==> src/hw/rtl/wn_pkg.sv <==
// Package for the winding number point-in-polygon block.
// Word types and queue constants; no dependencies.
`default_nettype none
package wn_pkg;

  localparam int MidDepth = 4;
  localparam int OutDepth = 4;
  localparam int OutCntW  = $clog2(OutDepth) + 1;

  typedef struct packed {
    logic signed [15:0] vertex_x;
    logic signed [15:0] vertex_y;
    logic signed [15:0] query_x;
    logic signed [15:0] query_y;
    logic               first_vertex;
    logic               last_vertex;
  } in_word_t;

  typedef struct packed {
    logic signed [10:0] winding_number;
    logic               inside_res;
  } res_word_t;

  // one edge, reduced to differences and crossing class
  typedef struct packed {
    logic signed [16:0] dnx;
    logic signed [16:0] dqy;
    logic signed [16:0] dqx;
    logic signed [16:0] dny;
    logic               up;
    logic               dn;
  } edge_t;

  typedef struct packed {
    edge_t ea;
    edge_t eb;
    logic  first;
    logic  last;
  } mid_word_t;

endpackage
`default_nettype wire

==> src/hw/rtl/wn_fifo.sv <==
// Small flop-based queue, power-of-two depth.
// Used for the front/back queue and the result queue; no dependencies.
`default_nettype none
module wn_fifo #(
  parameter int Width = 8,
  parameter int Depth = 4
) (
  input  wire logic                       clk_i,
  input  wire logic                       rst_ni,
  input  wire logic                       push_i,
  input  wire logic [Width-1:0]           wdata_i,
  input  wire logic                       pop_i,
  output logic      [Width-1:0]           rdata_o,
  output logic                            full_o,
  output logic                            empty_o,
  output logic      [$clog2(Depth):0]     count_o
);

  localparam int PtrW = $clog2(Depth);
  localparam int CntW = PtrW + 1;

  logic [Width-1:0] mem_q [Depth];
  logic [PtrW-1:0]  wr_ptr_q, wr_ptr_d;
  logic [PtrW-1:0]  rd_ptr_q, rd_ptr_d;
  logic [CntW-1:0]  count_q, count_d;
  logic             do_push, do_pop;

  assign full_o  = (count_q == CntW'(Depth));
  assign empty_o = (count_q == '0);
  assign count_o = count_q;
  assign rdata_o = mem_q[rd_ptr_q];

  assign do_push = push_i && !full_o;
  assign do_pop  = pop_i && !empty_o;

  always_comb begin
    wr_ptr_d = do_push ? wr_ptr_q + PtrW'(1) : wr_ptr_q;
    rd_ptr_d = do_pop ? rd_ptr_q + PtrW'(1) : rd_ptr_q;
    count_d  = count_q + CntW'(do_push) - CntW'(do_pop);
  end

  always_ff @(posedge clk_i or negedge rst_ni) begin
    if (!rst_ni) begin
      wr_ptr_q <= '0;
      rd_ptr_q <= '0;
      count_q  <= '0;
    end else begin
      wr_ptr_q <= wr_ptr_d;
      rd_ptr_q <= rd_ptr_d;
      count_q  <= count_d;
    end
  end

  always_ff @(posedge clk_i) begin
    if (do_push) begin
      mem_q[wr_ptr_q] <= wdata_i;
    end
  end

endmodule
`default_nettype wire

==> src/hw/rtl/wn_front.sv <==
// Front end: takes vertex words, holds polygon state, classifies edges.
// Depends on wn_pkg.
`default_nettype none
module wn_front (
  input  wire logic              clk_i,
  input  wire logic              rst_ni,
  input  wire logic              push_i,
  input  wire wn_pkg::in_word_t  in_word_i,
  input  wire logic              mid_full_i,
  output logic                   mid_push_o,
  output wn_pkg::mid_word_t      mid_word_o
);

  logic signed [15:0] start_x_q, start_x_d, start_y_q, start_y_d;
  logic signed [15:0] prior_x_q, prior_y_q;
  logic signed [15:0] hq_x_q, hq_x_d, hq_y_q, hq_y_d;
  logic               accept;

  function automatic wn_pkg::edge_t mk_edge(
    input logic signed [15:0] cx, cy, nx, ny, qx, qy);
    wn_pkg::edge_t e;
    e.dnx = 17'(nx) - 17'(cx);
    e.dqy = 17'(qy) - 17'(cy);
    e.dqx = 17'(qx) - 17'(cx);
    e.dny = 17'(ny) - 17'(cy);
    e.up  = (cy <= qy) && (ny > qy);
    e.dn  = (cy > qy) && (ny <= qy);
    return e;
  endfunction

  assign accept     = push_i && !mid_full_i;
  assign mid_push_o = accept;

  always_comb begin
    wn_pkg::edge_t ea;
    if (in_word_i.first_vertex) begin
      start_x_d = in_word_i.vertex_x;
      start_y_d = in_word_i.vertex_y;
      hq_x_d    = in_word_i.query_x;
      hq_y_d    = in_word_i.query_y;
    end else begin
      start_x_d = start_x_q;
      start_y_d = start_y_q;
      hq_x_d    = hq_x_q;
      hq_y_d    = hq_y_q;
    end
    ea = mk_edge(prior_x_q, prior_y_q, in_word_i.vertex_x, in_word_i.vertex_y,
                 hq_x_d, hq_y_d);
    // no incoming edge on a first vertex
    ea.up = ea.up && !in_word_i.first_vertex;
    ea.dn = ea.dn && !in_word_i.first_vertex;
    mid_word_o.ea    = ea;
    mid_word_o.eb    = mk_edge(in_word_i.vertex_x, in_word_i.vertex_y,
                               start_x_d, start_y_d, hq_x_d, hq_y_d);
    mid_word_o.first = in_word_i.first_vertex;
    mid_word_o.last  = in_word_i.last_vertex;
  end

  always_ff @(posedge clk_i or negedge rst_ni) begin
    if (!rst_ni) begin
      start_x_q <= '0;
      start_y_q <= '0;
      prior_x_q <= '0;
      prior_y_q <= '0;
      hq_x_q    <= '0;
      hq_y_q    <= '0;
    end else if (accept) begin
      start_x_q <= start_x_d;
      start_y_q <= start_y_d;
      prior_x_q <= in_word_i.vertex_x;
      prior_y_q <= in_word_i.vertex_y;
      hq_x_q    <= hq_x_d;
      hq_y_q    <= hq_y_d;
    end
  end

endmodule
`default_nettype wire

==> src/hw/rtl/wn_back.sv <==
// Back end: side products, then the saturating winding count update.
// Depends on wn_pkg.
`default_nettype none
module wn_back #(
  parameter int MaxVertices = 1024
) (
  input  wire logic                        clk_i,
  input  wire logic                        rst_ni,
  input  wire wn_pkg::mid_word_t           mid_word_i,
  input  wire logic                        mid_empty_i,
  output logic                             mid_pop_o,
  input  wire logic [wn_pkg::OutCntW-1:0]  out_count_i,
  output logic                             res_push_o,
  output wn_pkg::res_word_t                res_word_o
);

  localparam int WLimHalf = MaxVertices / 2;
  localparam int WLimInt  = (WLimHalf > 1023) ? 1023 : WLimHalf;
  localparam logic signed [10:0] WLim = 11'(WLimInt);
  localparam int UseW = wn_pkg::OutCntW + 1;

  logic               s1_valid_q;
  logic signed [33:0] pa1_q, pa2_q, pb1_q, pb2_q;
  logic               up_a_q, dn_a_q, up_b_q, dn_b_q, first_q, last_q;
  logic signed [10:0] wc_q, wc_d;
  logic [UseW-1:0]    credit_use;
  logic signed [34:0] side_a, side_b;
  logic               inc_a, dec_a, inc_b, dec_b;
  logic signed [10:0] wc0, wc1, wc2;

  function automatic logic signed [10:0] wstep(
    input logic signed [10:0] wc, input logic inc, input logic dec);
    logic signed [10:0] r;
    r = wc;
    if (inc && (wc < WLim)) begin
      r = wc + 11'sd1;
    end else if (dec && (wc > -WLim)) begin
      r = wc - 11'sd1;
    end
    return r;
  endfunction

  // results in flight plus queued must fit the result queue
  assign credit_use = {1'b0, out_count_i} + UseW'(s1_valid_q);
  assign mid_pop_o  = !mid_empty_i && (credit_use < UseW'(wn_pkg::OutDepth));

  always_comb begin
    side_a = 35'(pa1_q) - 35'(pa2_q);
    side_b = 35'(pb1_q) - 35'(pb2_q);
    inc_a  = up_a_q && !side_a[34] && (side_a != '0);
    dec_a  = dn_a_q && side_a[34];
    inc_b  = up_b_q && !side_b[34] && (side_b != '0);
    dec_b  = dn_b_q && side_b[34];
    wc0    = first_q ? 11'sd0 : wc_q;
    wc1    = wstep(wc0, inc_a, dec_a);
    wc2    = last_q ? wstep(wc1, inc_b, dec_b) : wc1;
    wc_d   = s1_valid_q ? wc2 : wc_q;
    res_push_o                = s1_valid_q && last_q;
    res_word_o.winding_number = wc2;
    res_word_o.inside_res     = (wc2 != '0);
  end

  always_ff @(posedge clk_i or negedge rst_ni) begin
    if (!rst_ni) begin
      s1_valid_q <= 1'b0;
      wc_q       <= '0;
    end else begin
      s1_valid_q <= mid_pop_o;
      wc_q       <= wc_d;
    end
  end

  always_ff @(posedge clk_i) begin
    if (mid_pop_o) begin
      pa1_q   <= 34'(mid_word_i.ea.dnx) * 34'(mid_word_i.ea.dqy);
      pa2_q   <= 34'(mid_word_i.ea.dqx) * 34'(mid_word_i.ea.dny);
      pb1_q   <= 34'(mid_word_i.eb.dnx) * 34'(mid_word_i.eb.dqy);
      pb2_q   <= 34'(mid_word_i.eb.dqx) * 34'(mid_word_i.eb.dny);
      up_a_q  <= mid_word_i.ea.up;
      dn_a_q  <= mid_word_i.ea.dn;
      up_b_q  <= mid_word_i.eb.up;
      dn_b_q  <= mid_word_i.eb.dn;
      first_q <= mid_word_i.first;
      last_q  <= mid_word_i.last;
    end
  end

endmodule
`default_nettype wire

==> src/hw/rtl/winding_number_point_in_polygon.sv <==
// Top level of the streaming winding number point-in-polygon test.
// Depends on wn_pkg, wn_front, wn_fifo and wn_back.
//
// Input channel: one vertex word per push while full is low. The first
// vertex of a polygon carries the query point; the last vertex closes the
// polygon. Result channel: one word per polygon, shown while empty is low,
// taken by pop.
// Throughput: one vertex per cycle while the result queue has room, set by
// the two-stage back end (side products, then the count update) fed from a 4-entry queue.
// Path: a last vertex passes the front/back queue, the side-product registers
// and the result queue before its result shows, when nothing ahead is stalled.
// Stall: the result queue holds 4 words; when it fills the back end stops,
// the front/back queue fills behind it and full rises.
// Reset: all queues empty, polygon state and winding count cleared to zero.
`default_nettype none
module winding_number_point_in_polygon #(
  parameter int MAX_VERTICES = 1024
) (
  input  wire logic               clk_i,
  input  wire logic               rst_ni,
  input  wire logic               push,
  output logic                    full,
  input  wire wn_pkg::in_word_t   in_word_i,
  output logic                    empty,
  input  wire logic               pop,
  output wn_pkg::res_word_t       res_word_o
);

  localparam int MidW = $bits(wn_pkg::mid_word_t);
  localparam int ResW = $bits(wn_pkg::res_word_t);

  wn_pkg::mid_word_t                   mid_wword, mid_rword;
  logic [MidW-1:0]                     mid_rdata;
  logic                                mid_push, mid_pop, mid_full, mid_empty;
  logic [$clog2(wn_pkg::MidDepth):0]   mid_count;
  wn_pkg::res_word_t                   res_wword;
  logic [ResW-1:0]                     res_rdata;
  logic                                res_push, res_full;
  logic [wn_pkg::OutCntW-1:0]          res_count;

  assign full       = mid_full;
  assign mid_rword  = mid_rdata;
  assign res_word_o = res_rdata;

  wn_front u_front (
    .clk_i      (clk_i),
    .rst_ni     (rst_ni),
    .push_i     (push),
    .in_word_i  (in_word_i),
    .mid_full_i (mid_full),
    .mid_push_o (mid_push),
    .mid_word_o (mid_wword)
  );

  wn_fifo #(
    .Width (MidW),
    .Depth (wn_pkg::MidDepth)
  ) u_mid_fifo (
    .clk_i   (clk_i),
    .rst_ni  (rst_ni),
    .push_i  (mid_push),
    .wdata_i (mid_wword),
    .pop_i   (mid_pop),
    .rdata_o (mid_rdata),
    .full_o  (mid_full),
    .empty_o (mid_empty),
    .count_o (mid_count)
  );

  wn_back #(
    .MaxVertices (MAX_VERTICES)
  ) u_back (
    .clk_i       (clk_i),
    .rst_ni      (rst_ni),
    .mid_word_i  (mid_rword),
    .mid_empty_i (mid_empty || (mid_count == '0)),
    .mid_pop_o   (mid_pop),
    .out_count_i (res_count),
    .res_push_o  (res_push),
    .res_word_o  (res_wword)
  );

  wn_fifo #(
    .Width (ResW),
    .Depth (wn_pkg::OutDepth)
  ) u_res_fifo (
    .clk_i   (clk_i),
    .rst_ni  (rst_ni),
    .push_i  (res_push),
    .wdata_i (res_wword),
    .pop_i   (pop),
    .rdata_o (res_rdata),
    .full_o  (res_full),
    .empty_o (empty),
    .count_o (res_count)
  );

  // credit logic in the back end keeps pushes off a full result queue
  logic unused_res_full;
  assign unused_res_full = res_full;

endmodule
`default_nettype wire

==> config.mk <==
export PLATFORM = sky130hd
export DESIGN_NAME = winding_number_point_in_polygon
export DESIGN_NICKNAME = d
export VERILOG_FILES = /design/src/hw/rtl/wn_pkg.sv /design/src/hw/rtl/wn_fifo.sv /design/src/hw/rtl/wn_front.sv /design/src/hw/rtl/wn_back.sv /design/src/hw/rtl/winding_number_point_in_polygon.sv
export SDC_FILE = /design/constraint.sdc
export NUM_CORES = 2
export LEC_CHECK = 0
export ABC_AREA = 1
export BUFFER_PORTS_ARGS = -buffer_cell sky130_fd_sc_hd__buf_2
export CORE_UTILIZATION = 66
export CTS_BUF_LIST = sky130_fd_sc_hd__clkbuf_16
export CTS_CLUSTER_DIAMETER = 50
export DETAILED_ROUTE_END_ITERATION = 8
export GPL_TIMING_DRIVEN = 0
export MAX_ROUTING_LAYER = met4
export PLACE_DENSITY_LB_ADDON = 0.3
export SLEW_MARGIN = 40
export SYNTH_ARGS = -nofsm -noshare
export SYNTH_HDL_FRONTEND = slang
export SYNTH_SLANG_ARGS = --single-unit
==> constraint.sdc <==
create_clock -name clk_i -period 21.2 [get_ports clk_i]
set_input_delay 2.12 -clock clk_i [delete_from_list [all_inputs] [get_ports clk_i]]
set_output_delay 2.12 -clock clk_i [all_outputs]
set_load 0.1 [all_outputs]
==> key figures <==
Timing
  • Final Hold Fails: 0
  • Period Utilization, post-route: 52.9%
  • Worst slew pin tran: 1.02 ns
  • Worst setup margin: 9.98 ns
  • TNS Setup: 0 ns
  • Fmax: 89.1 MHz
  • Max Slew Vio Count: 0
  • Unrepaired setup endpoints after global routing: no
  • Min Tclk post-route: 11.22 ns
  • Clock skew: 0.0403 ns
  • Finish-stage setup viols: 0
  • Slew headroom: 31.4%

Detailed routing
  • Routed len/inst: 22.5 um
  • TritonRoute pass-1 iters: 6
  • Vias: 66407
  • DRT Wirelength: 257 mm
  • Initial drt markers: 7733
  • Antenna-violating nets left: 0
  • Residual DRC: 0
  • Routed vias/inst: 5.83

Global route
  • Tot GR Track Use: 41.0%
  • Total grt overflow: 0
  • First-pass GRT wire length: 390 mm
  • Initial antenna violation count: 11
  • Largest net degree at the start of global routing: 63
  • Vias in the first global route: 67440

Place
  • Port Buffer Count: 83
  • GP Congestion: 1.01
  • Setup WS pre-CTS: 10.0 ns
  • DP Cell Count: 11191
  • Post-DP HPWL: 208 mm

Synthesis
  • Gate Count Post-Synth: 9285
  • Sequential fraction of the synthesis area: 30.0%
  • Number of synthesis warnings: 0
  • Synthesized area: 86200 um2
  • Syn_area_per_cell: 9.28 um2
  • Post-synthesis register bit count: 880
  • Library cells used by synthesis: 57
  • Syn Nets: 11122

Clocking
  • Reg clk slew, reported paths: 0.06 ns
  • CTS Hold Buffers Added: 0
  • Clock Latency Late Sink: 0.75 ns
  • Root Driver: clkbuf_16
  • Maximum clock insertion buffer count: 3
  • H-tree depth: 3
  • Clock Sinks: 880
  • CTS tree: built
  • CTS Buf Count: 103
  • Cts repair resizes: 0
  • Post-CTS setup buffers: 0

Die
  • Die Ht: 363 um
  • Core area: 129000 um2
  • Die width: 363 um
  • Full die area: 132000 um2
  • Io pins: 84
  • Starting Density: 66.5%
  • # rows: 132

Critical path
  • Max incr delay on CP: 0.80 ns
  • Worst Path Required: 21.62 ns
  • CP most frequent cell: fa_1
  • Setup crit end kind: register
  • WS Path Type: register to register
  • Reg2Reg Setup Slack: 9.98 ns
  • Largest fanout on the critical path: 10
  • Worst setup SP type: register
  • Slowest stage cell, crit path: a32oi_1
  • CP arrival: 11.64 ns

Layout
  • Fin cells: 11391
  • Filler cell count: 9595
  • Synth-to-Final Area Change: 9.18%
  • Register Area: 25800 um2
  • Layout cell share with drive strength beyond 1: 4.94%
  • Nets: 11397
  • Multi-input gate area: 52200 um2

Min path
  • Hold Crit Class: register to register

Status
  • Status: finished, final reports clean

Run
  • Max-cap violations: 0
[state kept, by name (all words and copies together) (netlist names), 2 cells and up]
name / flops
u_front.prior_x_q: 16
u_mid_fifo.count_o: 3
u_front.start_x_q: 16
u_mid_fifo.wr_ptr_q: 2
u_back.wc_q: 11
u_front.start_y_q: 16
u_mid_fifo.mem_q: 568
u_res_fifo.wr_ptr_q: 2
u_back.pb1_q: 34
u_front.hq_x_q: 16
u_back.pb2_q: 34
u_front.hq_y_q: 16
u_mid_fifo.rd_ptr_q: 2
u_res_fifo.mem_q: 48
u_res_fifo.count_o: 3
u_back.pa2_q: 34
u_front.prior_y_q: 16
u_back.pa1_q: 34
u_res_fifo.rd_ptr_q: 2
[layer usage]
layer | routed length [um] | GRT usage, %
met5 | 0 | -
met4 | 11400 | 16.0
met3 | 31800 | 10.1
met2 | 112000 | 59.4
met1 | 102000 | 56.0
[synth_stat cells, drive strengths merged]
master      n  share of area [%]
and2b       1             0.0087
dfrtp     122                3.5
clkbuf    213               0.93
clkinv     30               0.13
a211oi      9              0.078
a31oi      12              0.087
a32oi     132                1.3
o22ai      22               0.16
edfxtp    758                 26
a311oi      1              0.010
o2111ai     2              0.020
o211ai      6              0.052
o21a        4              0.035
xor2      222                2.3
nor2      798                3.5
nand3     159               0.94
o21bai     23               0.20
nand4      40               0.29
mux2i       1              0.012
xor3        1              0.028
a21boi     20               0.17
nor3       36               0.23
fa       1196                 28
a21oi     418                2.4
a221oi      4              0.041
o221ai      2              0.020
xnor2      96               0.98
nand3b     16               0.14
buf        33               0.19
nor4        5              0.054
ha        571                8.3
and3        1             0.0073
a41oi       1              0.010
inv      2036                8.9
a21o       14               0.12
nor3b       1             0.0087
and2       11              0.080
nand2    1919                8.4
o21ai     344                2.0
o31ai       5              0.044
[critical path, delay by kind of cell (launching register included)]
kind            cells  cell delay, ns
compound gates     12            3.43
fa+ha+maj           7            3.37
buf+inv             8            2.81
xor+xnor            1            0.65
flops               1            0.34
simple gates        2            0.27
[metrics by stage]
stage               hold slack, ns  cell area (um2)  utilization, %
CTS                          0.484            93900            72.6
detailed placement           0.470            90500            69.9
global route                 0.499            94100            72.6
global placement             0.464            88800            68.5
floorplan                    0.448            86200               -
finish                       0.484            94100            72.6
[layout make-up]
class	instances	area share, %
diodes	10	0.0266
plain buffers	246	1.03
clock buffers	103	2.74
clock inverters	81	0.904
inverters	2066	8.24
multi-input cells	6093	55.5
flip-flops and latches	880	27.4
well taps	1742	2.32
repair buffers	170	1.79
[placed cells by master (no fill, tap or decap), types with 12 or more instances in the layout]
cell / synthesis / layout
clkbuf_16: 0 / 103
nor3_1: 33 / 30
o22ai_1: 22 / 22
a21o_1: 14 / 14
dfrtp_1: 122 / 122
buf_8: 0 / 19
inv_2: 14 / 14
buf_16: 0 / 22
a31oi_1: 12 / 12
a21oi_1: 417 / 417
buf_2: 1 / 97
nor2_2: 8 / 12
a32oi_2: 0 / 55
xor2_1: 222 / 214
ha_1: 571 / 571
a32oi_1: 132 / 77
nand3_1: 158 / 158
inv_6: 0 / 12
nand3b_1: 16 / 16
inv_1: 2022 / 2035
o21ai_1: 9 / 13
nor2_1: 787 / 779
xnor2_1: 96 / 90
nand2_1: 1902 / 1902
o21ai_0: 331 / 327
nand4_1: 40 / 40
fa_1: 1196 / 1194
clkinv_1: 30 / 45
nand2_2: 14 / 14
buf_1: 27 / 27
clkbuf_1: 213 / 204
edfxtp_1: 758 / 758
buf_4: 3 / 23
o21bai_1: 23 / 23
[cells by family after synthesis]
family / after synthesis / synth area share (%)
adder cells (fa/ha/maj): 1767 / 36.1
AND/OR/NAND/NOR: 2987 / 13.7
buffers and inverters: 2312 / 10.1
AO/OA/AOI/OAI: 1019 / 6.86
XOR/XNOR: 319 / 3.26
multiplexers: 1 / 0.0116
flip-flops: 880 / 30.0
[worst paths after layout]
check / startpoint / end / depth (start not counted)
worst max-delay path: u_mid_fifo.rd_ptr_q[0]$_DFFE_PN0P_ / u_back.pb2_q[31]$_DFFE_PP_ / 30
worst max register to register: u_mid_fifo.rd_ptr_q[0]$_DFFE_PN0P_ / u_back.pb2_q[31]$_DFFE_PP_ / 30
worst min-delay path: u_front.prior_y_q[5]$_DFFE_PN0P_ / u_front.prior_y_q[5]$_DFFE_PN0P_ / 2
max in group asynchronous: rst_ni / u_res_fifo.count_o[2]$_DFF_PN0_ / 2
min in group asynchronous: rst_ni / u_front.hq_x_q[7]$_DFFE_PN0P_ / 1
worst min register to register: u_front.prior_y_q[5]$_DFFE_PN0P_ / u_front.prior_y_q[5]$_DFFE_PN0P_ / 2
Power is left out: the tool's default activity adds up to more than one toggle a clock period on the data nets, which glitch-free logic cannot reach.
